### src/hw/rtl/flwf_pkg.sv
// Package with types, constants and the byte classifier of the fixed-length word filter.
`timescale 1ns / 1ps

package flwf_pkg;

    localparam int MAX_WORD = 32;
    localparam int ADDR_W = $clog2(MAX_WORD);
    localparam int COUNT_W = $clog2(MAX_WORD + 2);
    localparam int LEN_W = 6;

    localparam logic [7:0] CH_SPACE = 8'h20;
    localparam logic [7:0] CH_TAB = 8'h09;
    localparam logic [7:0] CH_APOS = 8'h27;
    localparam logic [7:0] CH_NUL = 8'h00;

    typedef struct packed {
        logic [7:0] ch;
        logic       end_of_line;
    } in_item_t;

    typedef struct packed {
        logic [7:0] out_ch;
        logic       line_end;
        logic       last;
    } out_item_t;

    typedef struct packed {
        logic              wr_en;
        logic [ADDR_W-1:0] wr_addr;
        logic [7:0]        wr_data;
        logic              rd_en;
        logic [ADDR_W-1:0] rd_addr;
    } store_req_t;

    function automatic logic is_excluded(input logic [7:0] c);
        logic hit;
        hit = 1'b0;
        case (c) inside
            8'h00, 8'hB9, 8'h21, 8'h23, 8'h24, 8'h25, 8'h26, 8'h28, 8'h29, 8'h2A,
            8'h2B, 8'h2C, 8'h2D, 8'h2E, 8'h2F, [8'h30:8'h39], 8'h3A, 8'h3B, 8'h3D,
            8'h3F, 8'h40, 8'h5B, 8'h5D, 8'h5E, 8'h5F, 8'h60, 8'h7B, 8'h7C, 8'h7D,
            8'h7E: hit = 1'b1;
            default: hit = 1'b0;
        endcase
        return hit;
    endfunction

endpackage

### src/hw/rtl/fixed_length_word_filter.sv
// Top level of the fixed-length word filter: control sequencer and output register.
// An ordinary byte gives no result, and the next byte can be taken in the next cycle.
// A space or end of line that ends a kept word stalls the input while a leading space (for a
// later word on the line), the word's bytes and, at end of line, the line-end item are emitted.
// The first result of a transaction passes the sequencer state and then the output register.
// Reset clears the word length count, the emitted flag and the sequencer; word_len resets to 1.
`timescale 1ns / 1ps

module fixed_length_word_filter (
    input  logic                         clk,
    input  logic                         rst_n,
    input  logic                         in_valid,
    output logic                         in_stall,
    input  flwf_pkg::in_item_t           in_data,
    output logic                         out_valid,
    input  logic                         out_stall,
    output flwf_pkg::out_item_t          out_data,
    input  logic                         cfg_valid,
    output logic                         cfg_ready,
    input  logic [flwf_pkg::LEN_W-1:0]   cfg_data
);

    localparam logic [1:0] ST_IDLE = 2'd0;
    localparam logic [1:0] ST_SPACE = 2'd1;
    localparam logic [1:0] ST_DATA = 2'd2;
    localparam logic [1:0] ST_EOL = 2'd3;

    logic [1:0]                     state_reg, state_next;
    logic [flwf_pkg::COUNT_W-1:0]   count_reg, count_next;
    logic                           clean_reg, clean_next;
    logic                           any_reg, any_next;
    logic                           eol_pend_reg, eol_pend_next;
    logic [flwf_pkg::ADDR_W-1:0]    idx_reg, idx_next;
    logic [flwf_pkg::LEN_W-1:0]     word_len_reg;
    logic                           out_valid_reg, out_valid_next;
    flwf_pkg::out_item_t            out_data_reg, out_data_next;

    flwf_pkg::store_req_t           req;
    logic [7:0]                     rdata;
    logic                           in_fire;
    logic                           out_free;
    logic                           qualify;
    logic                           last_byte;

    flwf_store u_store (
        .clk   (clk),
        .req   (req),
        .rdata (rdata)
    );

    assign in_stall = (state_reg != ST_IDLE);
    assign in_fire = in_valid && !in_stall;
    assign out_free = !out_valid_reg || !out_stall;
    assign cfg_ready = 1'b1;
    assign out_valid = out_valid_reg;
    assign out_data = out_data_reg;

    assign qualify = (count_reg != '0) && clean_reg
        && (count_reg <= flwf_pkg::COUNT_W'(flwf_pkg::MAX_WORD))
        && (flwf_pkg::LEN_W'(count_reg) == word_len_reg);
    assign last_byte = (flwf_pkg::LEN_W'(idx_reg) == (word_len_reg - flwf_pkg::LEN_W'(1)));

    always_comb
    begin
        state_next = state_reg;
        count_next = count_reg;
        clean_next = clean_reg;
        any_next = any_reg;
        eol_pend_next = eol_pend_reg;
        idx_next = idx_reg;
        out_valid_next = out_valid_reg && out_stall;
        out_data_next = out_data_reg;
        req = '0;
        req.wr_addr = count_reg[flwf_pkg::ADDR_W-1:0];
        req.wr_data = in_data.ch;
        case (state_reg)
            ST_IDLE:
            begin
                if (in_fire)
                begin
                    if (in_data.end_of_line || (in_data.ch == flwf_pkg::CH_SPACE))
                    begin
                        count_next = '0;
                        clean_next = 1'b1;
                        eol_pend_next = in_data.end_of_line;
                        any_next = in_data.end_of_line ? 1'b0 : (any_reg || qualify);
                        if (qualify)
                        begin
                            req.rd_en = 1'b1;
                            req.rd_addr = '0;
                            idx_next = '0;
                            state_next = any_reg ? ST_SPACE : ST_DATA;
                        end
                        else if (in_data.end_of_line)
                        begin
                            state_next = ST_EOL;
                        end
                    end
                    else if ((in_data.ch == flwf_pkg::CH_TAB)
                             || (in_data.ch == flwf_pkg::CH_APOS))
                    begin
                        count_next = '0;
                        clean_next = 1'b1;
                    end
                    else
                    begin
                        req.wr_en = (count_reg < flwf_pkg::COUNT_W'(flwf_pkg::MAX_WORD));
                        if (count_reg <= flwf_pkg::COUNT_W'(flwf_pkg::MAX_WORD))
                        begin
                            count_next = count_reg + flwf_pkg::COUNT_W'(1);
                        end
                        if (flwf_pkg::is_excluded(in_data.ch))
                        begin
                            clean_next = 1'b0;
                        end
                    end
                end
            end
            ST_SPACE:
            begin
                if (out_free)
                begin
                    out_valid_next = 1'b1;
                    out_data_next = '{out_ch: flwf_pkg::CH_SPACE, line_end: 1'b0, last: 1'b0};
                    state_next = ST_DATA;
                end
            end
            ST_DATA:
            begin
                if (out_free)
                begin
                    out_valid_next = 1'b1;
                    out_data_next = '{out_ch: rdata, line_end: 1'b0,
                                      last: last_byte && !eol_pend_reg};
                    if (last_byte)
                    begin
                        state_next = eol_pend_reg ? ST_EOL : ST_IDLE;
                    end
                    else
                    begin
                        idx_next = idx_reg + flwf_pkg::ADDR_W'(1);
                        req.rd_en = 1'b1;
                        req.rd_addr = idx_reg + flwf_pkg::ADDR_W'(1);
                    end
                end
            end
            ST_EOL:
            begin
                if (out_free)
                begin
                    out_valid_next = 1'b1;
                    out_data_next = '{out_ch: flwf_pkg::CH_NUL, line_end: 1'b1, last: 1'b1};
                    state_next = ST_IDLE;
                end
            end
            default:
            begin
                state_next = ST_IDLE;
            end
        endcase
    end

    always_ff @(posedge clk or negedge rst_n)
    begin
        if (!rst_n)
        begin
            state_reg <= ST_IDLE;
            count_reg <= '0;
            clean_reg <= 1'b1;
            any_reg <= 1'b0;
            eol_pend_reg <= 1'b0;
            idx_reg <= '0;
            word_len_reg <= flwf_pkg::LEN_W'(1);
            out_valid_reg <= 1'b0;
        end
        else
        begin
            state_reg <= state_next;
            count_reg <= count_next;
            clean_reg <= clean_next;
            any_reg <= any_next;
            eol_pend_reg <= eol_pend_next;
            idx_reg <= idx_next;
            out_valid_reg <= out_valid_next;
            if (cfg_valid && cfg_ready)
            begin
                word_len_reg <= cfg_data;
            end
        end
    end

    always_ff @(posedge clk)
    begin
        out_data_reg <= out_data_next;
    end

    a_count_sat: assert property (@(posedge clk) disable iff (!rst_n)
        count_reg <= flwf_pkg::COUNT_W'(flwf_pkg::MAX_WORD + 1))
        else $error("word length count beyond saturation");

    a_idx_range: assert property (@(posedge clk) disable iff (!rst_n)
        (state_reg == ST_DATA) |-> (flwf_pkg::LEN_W'(idx_reg) < word_len_reg))
        else $error("store read index beyond the kept word length");

    a_no_write_busy: assert property (@(posedge clk) disable iff (!rst_n)
        (state_reg != ST_IDLE) |-> !req.wr_en)
        else $error("word store written while a word is replayed");

    a_line_end_item: assert property (@(posedge clk) disable iff (!rst_n)
        (out_valid_reg && out_data_reg.line_end)
            |-> (out_data_reg.last && (out_data_reg.out_ch == flwf_pkg::CH_NUL)))
        else $error("malformed line-end item");

    a_eol_clears: assert property (@(posedge clk) disable iff (!rst_n)
        (in_fire && in_data.end_of_line) |=> (!any_reg && (count_reg == '0)))
        else $error("end of line left word state behind");

endmodule

### src/hw/rtl/flwf_store.sv
// Word store: synchronous memory holding the bytes of the current word.
`timescale 1ns / 1ps

module flwf_store (
    input  logic                clk,
    input  flwf_pkg::store_req_t req,
    output logic [7:0]          rdata
);

    logic [7:0] store_mem [flwf_pkg::MAX_WORD];
    logic [7:0] rdata_reg;

    always_ff @(posedge clk)
    begin
        if (req.wr_en)
        begin
            store_mem[req.wr_addr] <= req.wr_data;
        end
        if (req.rd_en)
        begin
            rdata_reg <= store_mem[req.rd_addr];
        end
    end

    assign rdata = rdata_reg;

endmodule
### config.mk
export PLATFORM = sky130hd
export DESIGN_NAME = fixed_length_word_filter
export DESIGN_NICKNAME = d
export VERILOG_FILES = /design/src/hw/rtl/flwf_pkg.sv /design/src/hw/rtl/fixed_length_word_filter.sv /design/src/hw/rtl/flwf_store.sv
export SDC_FILE = /design/constraint.sdc
export NUM_CORES = 1
export LEC_CHECK = 0
export BUFFER_PORTS_ARGS = -buffer_cell sky130_fd_sc_hd__buf_2
export CAP_MARGIN = 20
export CORE_ASPECT_RATIO = 1.25
export CORE_MARGIN = 1.5
export CORE_UTILIZATION = 62
export DETAILED_ROUTE_END_ITERATION = 8
export PLACE_DENSITY = 0.79
export SLEW_MARGIN = 5
export SYNTH_ARGS = -nofsm -noshare
export SYNTH_HDL_FRONTEND = slang
export SYNTH_HIERARCHICAL = 1
export SYNTH_SLANG_ARGS = --single-unit
### constraint.sdc
create_clock -name clk -period 4.05 [get_ports clk]
set_input_delay 0.81 -clock clk [delete_from_list [all_inputs] [get_ports clk]]
set_output_delay 0.81 -clock clk [all_outputs]
set_load 0.02 [all_outputs]
==> results of run 1 <==
## metrics by stage
step | instance area (sq um) | setup WS [ps] | instances
after floorplan | 12100 | 497 | 624
after global placement | 12800 | 230 | 924
after detailed placement | 12800 | 102 | 924
after CTS | 13700 | 143 | 971
after global routing | 13700 | 197 | 973
final | 13700 | 288 | 973
## cell usage after synthesis (3+ instances only)
master / n
and4_1: 3
a21oi_1: 12
mux4_2: 80
buf_4: 7
nor2_1: 51
nor3_1: 3
mux2_2: 12
inv_1: 10
xnor2_1: 8
or3_1: 3
nand2_1: 13
a21o_1: 4
and2_1: 12
xor2_1: 9
dfrtp_1: 21
nand3_1: 5
a22o_1: 3
nor3b_1: 4
a31oi_1: 3
edfxtp_1: 274
nand2b_1: 3
o21ai_0: 11
nor2b_1: 4
buf_2: 5
nand3b_1: 6
ha_1: 4
buf_1: 5
clkbuf_1: 10
or3b_2: 3
## report_power, final
part	switching (uW)	internal, uW	total, uW
clock network	1070	1470	2540
logic	896	859	1760
registers	146	3560	3710
## layer usage
| metal | GRT usage (%) | wire, um |
|---|---|---|
| met5 | 0 | 0 |
| met4 | 8.22 | 763 |
| met2 | 43.8 | 13300 |
| met1 | 37.4 | 10200 |
| met3 | 3.63 | 1730 |
## final timing paths
path / startpoint / end / cells past startpoint
hold reg to reg: u_store/rdata[4]$_DFFE_PP_ / out_data[6]$_DFFE_PP_ / 1
max in group asynchronous: rst_n / word_len_reg[0]$_DFFE_PN1P_ / 1
setup / recovery: word_len_reg[0]$_DFFE_PN1P_ / u_store/rdata[0]$_DFFE_PP_ / 11
min in group clk: cfg_data[5] / word_len_reg[5]$_DFFE_PN0P_ / 3
setup reg to reg: word_len_reg[0]$_DFFE_PN1P_ / u_store/rdata[0]$_DFFE_PP_ / 11
hold / removal: rst_n / count_reg[0]$_DFFE_PN0P_ / 1
## logic make-up (layout without fill, tap and decap cells)
logic type                 after synthesis  in the layout  share of synthesized area, %
adders and majority gates                4              4                         0.412
other                                    1              1                        0.0309
DFF                                    297            297                          72.5
buffers and inverters                   38            122                          1.50
AOI/OAI and AO/OA                       50             50                          2.95
xor gates and xnor gates                17             17                          1.23
and+or+nand+nor                        125            125                          5.44
muxes                                   92             92                          15.9
## critical path, delay by kind of cell (launching register included)
kind                       cells  cell delay [ps]
DFF                            1              580
AOI/OAI and AO/OA              2              450
xor gates and xnor gates       1              160
and+or+nand+nor                1              210
muxes                          3             1380
buffers and inverters          3              400
adders and majority gates      1              300
## what timing repair did
action,CTS,global route
hold endpoints to repair,0,0
setup endpoints to repair,0,1
setup buffers,0,2
## cell type report
type                    count  area (sq um)  share of cell area [%]
flip-flops and latches    297          8810                    64.2
multi-input cells         289          3170                    23.1
clock buffers              29           683                    4.98
repair buffers             65           485                    3.54
well taps                 265           332                    2.42
clock inverters            18           194                    1.41
inverters                  10          37.5                   0.274
==> run summary, run 1 <==
## Power
* **highest ir drop seen on vdd** 367 uV
* **power per cell area** 583 nW/um^2
* **total power draw** 8000 uW
* **static leakage power** 0.00445 uW

## Layout
* **Area growth syn-to-layout** 12.9%
* **most common cell after layout, fill and taps aside** edfxtp_1
* **layout net count** 714
* **Largest register FFs** 256
* **filler cell count** 1,116
* **total inserted antenna cells** 0
* **share of cells above drive strength 1** 30.4%
* **final core utilization** 70.9%
* **leading cell types in the layout, fill and taps excluded** edfxtp_1 (274), mux4_2 (80), nor2_1 (49)

## Global route
* **global-route wire length before repair** 39,100 um
* **Tot GR Track Use** 26.5%
* **maximum number of pins on one net before global-route repair** 65
* **vias in the first global route** 6,295
* **initial antenna violation count** 0
* **total global routing overflow** 0

## CTS
* **clock tree from TritonCTS** built
* **Sinks on Clock Net** 297
* **number of buffers inserted by hold repair at cts** 0
* **clock transition at the register clock pins on the worst setup and hold paths after CTS** 70 ps
* **post-cts resize count** 0
* **number of clock buffers inserted by TritonCTS** 27
* **Clock Path Buffers** 3
* **H-tree levels** 1
* **root buffer cell** clkbuf_16
* **Worst-Skew Late Latency** 540 ps

## Die
* **die span in y** 159 um
* **initial core utilization** 62.8%
* **DIE AREA** 20,400 sq um
* **Std-Cell Rows** 57
* **number of I/O pins** 33
* **placeable core region** 19,300 sq um
* **overall die width** 128 um

## Drt
* **remaining antenna violation count after routing** 0
* **Post-Route WL** 26,000 um
* **violation count after the first detailed-routing iteration** 600
* **1st-pass router iterations** 7
* **average detailed-routed wire length per instance** 26.7 um
* **DR vias/cell** 6.42
* **DRC violation count after routing** 0
* **Vias** 6,250

## Synth
* **synthesized instance count** 624
* **biggest area consumer among synthesized cells** edfxtp_1
* **synthesized cell area** 12,100 sq um
* **unique cell type count in the Yosys netlist** 57
* **fraction of synthesis flops using an asynchronous set or reset pin** 7.74%
* **Yosys top cell area share** 67.7%
* **Syn. warnings** 6
* **Post-synth EDFFs** 274
* **number of synthesized register bits** 297
* **synthesized area per cell** 19.5 sq um
* **biggest area contributors in the synthesized netlist** edfxtp_1 (68%), mux4_2 (15%), dfrtp_1 (4.3%), nor2_1 (1.6%), mux2_2 (1.1%)
* **top flip-flop cell by instance count after synthesis** edfxtp_1
* **net count after synthesis** 648
* **portion of the post-synthesis area used by sequential elements** 72.5%

## Worst hold path
* **class of the tightest hold or removal check** primary input to async pin

## Setup path
* **data arrival time at the worst-slack endpoint** 4040 ps
* **data required time at the worst endpoint** 4330 ps
* **crit-path cells** inv_1 > ha_1 > xor2_1 > o2111a_1 > a21bo_2 > nor2_4 > buf_12 > buf_12 > mux4_2 > mux4_2 > mux2_2
* **kind of start point of the critical path** flop
* **endpoint kind of the worst setup timing path** flop
* **largest fanout on the critical path** 11
* **crit path kind** flop to flop
* **slowest library cell on the worst path** dfstp_2
* **register-to-register setup slack** 290 ps
* **longest individual stage delay on the worst path** 580 ps

## STA
* **setup violators final** 0
* **final worst path period need** 3760 ps
* **post-route setup TNS** 0 ps
* **number of max-slew violations in the final report** 0
* **remaining max-slew budget at the tightest pin** 31.5%
* **Worst Hold Slack** 248 ps
* **number of failing hold endpoints at the final stage** 0
* **slew of the pin with the lowest slew margin** 1020 ps
* **fraction of the cycle the final worst path needs** 92.9%
* **upper clock frequency limit** 266 MHz
* **unrepaired setup endpoints after global routing** false
* **skew final** 17.2 ps

## Placed design
* **HPWL after detailed placement** 16,700 um
* **number of port buffers** 31
* **gp weighted congestion** 0.796

## Outcome
* **outcome** complete, no violations

## Run
* **max-cap check violation count** 0

(Power assumes the default switching activity.)
==> run 2, diff against run 1 <==
SYNTH_HIERARCHICAL = unset   (was 1)
==> run summary, run 2 <==
## Outcome
* **outcome** complete, no violations

## Setup path
* **register-to-register setup slack** 460 ps, +170 ps
* **slowest library cell on the worst path** a2111oi_4
* **data arrival time at the worst-slack endpoint** 3860 ps, -180 ps
* **longest individual stage delay on the worst path** 610 ps, +30 ps
* **crit path kind** flop to flop
* **Buf+Inv Stages, Crit Path** 1, -2
* **endpoint of the most critical register-to-register path** u_store.rdata[2]$_DFFE_PP_
* **largest fanout on the critical path** 21, +10
* **kind of start point of the critical path** flop
* **worst-case reg-to-reg path depth** 8, -3
* **endpoint kind of the worst setup timing path** flop
* **startpoint of the worst register-to-register path** word_len_reg[2]$_DFFE_PN0P_
* **data required time at the worst endpoint** 4320 ps, about the same
* **crit-path cells** or4_4 > or3_4 > a2111oi_4 > a21o_1 > buf_4 > o41ai_1 > a31oi_1 > a32oi_1
* **family with the most delay on the worst path** compound AO/OA/AOI/OAI gates

## CTS
* **Setup Fix Bufs, Post-CTS** 0, unchanged
* **root buffer cell** clkbuf_16
* **post-cts resize count** 0, unchanged
* **Worst-Skew Late Latency** 540 ps, about the same
* **number of buffers inserted by hold repair at cts** 0, unchanged
* **clock transition at the register clock pins on the worst setup and hold paths after CTS** 60 ps, about the same
* **H-tree levels** 1, unchanged
* **number of clock buffers inserted by TritonCTS** 28, +3.7%
* **Sinks on Clock Net** 297, unchanged
* **Clock Path Buffers** 3, unchanged
* **clock tree from TritonCTS** built

## Power
* **logic gate share of total power** 29.1%, +7.2 points
* **switching share of power** 33.1%, +6.7 points
* **highest ir drop seen on vdd** 393 uV, +7.0%
* **Internal Dissipation** 6120 uW, +3.9%
* **power per cell area** 648 nW/um^2, +11%
* **static leakage power** 0.00485 uW, +9.0%
* **total power draw** 9140 uW, +14%
* **switching power total** 3030 uW, +43%
* **sequential power share** 41.1%, -5.2 points
* **relative contribution of the clock network to total power** 29.8%, -1.9 points

## Global route
* **maximum number of pins on one net before global-route repair** 44, -32%
* **global-route wire length before repair** 45,400 um, +16%
* **Tot GR Track Use** 29.3%, +2.9 points
* **global routing met2 resource utilization** 48.4%, +4.6 points
* **met3 track utilization from global routing** 4.41%, +0.78 points
* **initial antenna violation count** 0, unchanged
* **global routing's busiest layer** met2
* **met1 Usage GRT** 39.2%, +1.8 points
* **vias in the first global route** 7,929, +26%
* **total global routing overflow** 0, unchanged

## Placed design
* **number of port buffers** 31, unchanged
* **HPWL after detailed placement** 19,400 um, +16%
* **total instance count after detailed placement** 1,202, +30%
* **gp weighted congestion** 0.959, +20%
* **setup slack after placement** 557 ps, +455 ps

## STA
* **final worst path period need** 3590 ps, -170 ps
* **number of failing hold endpoints at the final stage** 0, unchanged
* **post-route setup TNS** 0 ps, unchanged
* **number of max-slew violations in the final report** 0, unchanged
* **fraction of the cycle the final worst path needs** 88.7%, -4.2 points
* **remaining max-slew budget at the tightest pin** 33.5%, +2.0 points
* **upper clock frequency limit** 278 MHz, +4.7%
* **slew of the pin with the lowest slew margin** 997 ps, -26.6 ps
* **Worst Hold Slack** 248 ps, -0.552 ps
* **Worst Slack Setup Final** 458 ps, +170 ps
* **setup violators final** 0, unchanged
* **skew final** 11.1 ps, -6.14 ps
* **unrepaired setup endpoints after global routing** false

## Synth
* **portion of the post-synthesis area used by sequential elements** 70.9%, -1.6 points
* **biggest area consumer among synthesized cells** edfxtp_1
* **leading post-synthesis cells by instance count** edfxtp_1 (274), nor2_1 (128), nand2_1 (48)
* **Yosys top cell area share** 66.2%, -1.5 points
* **number of synthesized register bits** 297, unchanged
* **top-count cell post-synth** edfxtp_1
* **top flip-flop cell by instance count after synthesis** edfxtp_1
* **synthesized cell area** 12,400 sq um, +2.3%
* **net count after synthesis** 924, +43%
* **unique cell type count in the Yosys netlist** 68, +19%
* **Post-synth EDFFs** 274, unchanged
* **fraction of synthesis flops using an asynchronous set or reset pin** 7.74%, unchanged
* **synthesized instance count** 898, +44%
* **synthesized area per cell** 13.8 sq um, -29%
* **biggest area contributors in the synthesized netlist** edfxtp_1 (66%), dfrtp_1 (4.2%), nor2_1 (3.9%), mux2i_1 (2.3%), nor3_1 (1.7%)
* **Syn. warnings** 0, -6

## Die
* **DIE AREA** 20,900 sq um, +2.2%
* **die span in y** 161 um, +1.1%
* **number of I/O pins** 33, unchanged
* **placeable core region** 19,500 sq um, +1.1%
* **initial core utilization** 63.6%, +0.74 points
* **overall die width** 130 um, +1.1%
* **Std-Cell Rows** 57, unchanged

## Drt
* **Post-Route WL** 29,800 um, +14%
* **DRC violation count after routing** 0, unchanged
* **1st-pass router iterations** 6, -1
* **DR vias/cell** 6.44, +0.19%
* **Vias** 8,070, +29%
* **remaining antenna violation count after routing** 0, unchanged
* **violation count after the first detailed-routing iteration** 1,010, +68%
* **average detailed-routed wire length per instance** 23.7 um, -11%

## Layout
* **Largest register FFs** 256, unchanged
* **total inserted antenna cells** 0, unchanged
* **leading cell types in the layout, fill and taps excluded** edfxtp_1 (274), nor2_1 (128), buf_4 (57)
* **most common cell after layout, fill and taps aside** edfxtp_1
* **non-filler cells in the finished layout** 1,254, +29%
* **layout net count** 993, +39%
* **share of cells above drive strength 1** 16.5%, -14 points
* **Area growth syn-to-layout** 13.6%
* **filler cell count** 1,274, +14%

## Run
* **max-cap check violation count** 0, unchanged

## Worst hold path
* **class of the tightest hold or removal check** primary input to async pin

## run 2: cell types whose count changed after synthesis, moves of 17 or more
cell | before | now
nor3_1 | 3 | 42
o21ai_0 | 11 | 33
mux4_2 | 80 | 0
nand2_1 | 13 | 48
clkbuf_1 | 10 | 34
nor2_1 | 51 | 128
mux2i_1 | 0 | 29
o221ai_1 | 0 | 17
## run 2: worst max-delay path by stage
stage	startpoint	endpoint	slack, ps	cells after the start
after floorplan	word_len_reg[1]$_DFFE_PN0P_	u_store.rdata[4]$_DFFE_PP_	1080	8
after global placement	word_len_reg[1]$_DFFE_PN0P_	u_store.rdata[2]$_DFFE_PP_	630	8
after detailed placement	word_len_reg[1]$_DFFE_PN0P_	u_store.rdata[2]$_DFFE_PP_	560	8
after CTS	word_len_reg[2]$_DFFE_PN0P_	u_store.rdata[2]$_DFFE_PP_	500	8
after global routing	word_len_reg[2]$_DFFE_PN0P_	u_store.rdata[2]$_DFFE_PP_	310	8
final	word_len_reg[2]$_DFFE_PN0P_	u_store.rdata[2]$_DFFE_PP_	460	8
## run 2: worst register-to-register path, cell delays in order (launching register included)
cell       delay [ps]
dfrtp_1           460
or4_4             510
or3_4             350
a2111oi_4         610
a21o_1            590
buf_4             360
o41ai_1           140
a31oi_1           230
a32oi_1            80
## run 2: kinds of logic after synthesis
kind of cell	after synthesis	share of synthesized area, %
other	1	0.0302
AOI/OAI and AO/OA	185	10.8
buffers and inverters	64	2.16
and+or+nand+nor	282	10.4
muxes	47	3.97
DFF	297	70.9
xor gates and xnor gates	16	1.13
adders and majority gates	6	0.604
## run 2: power by group through the flow
stage               combinational, uW  sequential [uW]  clock [uW]
finish                           2660             3750        2730
global route                     2860             3770        2860
CTS                              2610             3750        2740
detailed placement               2590             3810           0
global placement                 2560             3810           0
floorplan                        1720             3800           0
## run 2: through the flow
stage	instance area [sq um]	util (%)
3_5_place_dp	13100	67.2
4_1_cts	14100	72.2
2_1_floorplan	12400	-
5_1_grt	14100	72.2
3_3_place_gp	13100	67.2
6_report	14100	72.2
## run 2: final cells by class
type / instances / area (sq um) / area share, %
Clock inverter: 14 / 193 / 1.37
Inverter: 15 / 56.3 / 0.399
Clock buffer: 38 / 779 / 5.52
Tap cell: 265 / 332 / 2.35
Multi-Input combinational cell: 537 / 3360 / 23.8
Timing Repair Buffer: 88 / 583 / 4.13
Sequential cell: 297 / 8810 / 62.4
## run 2: routing by layer
metal	wire length [um]	up-vias
met5	0	-
met4	1140	0
met3	2650	82
met2	14500	447
met1	11400	3955
li1	-	3586
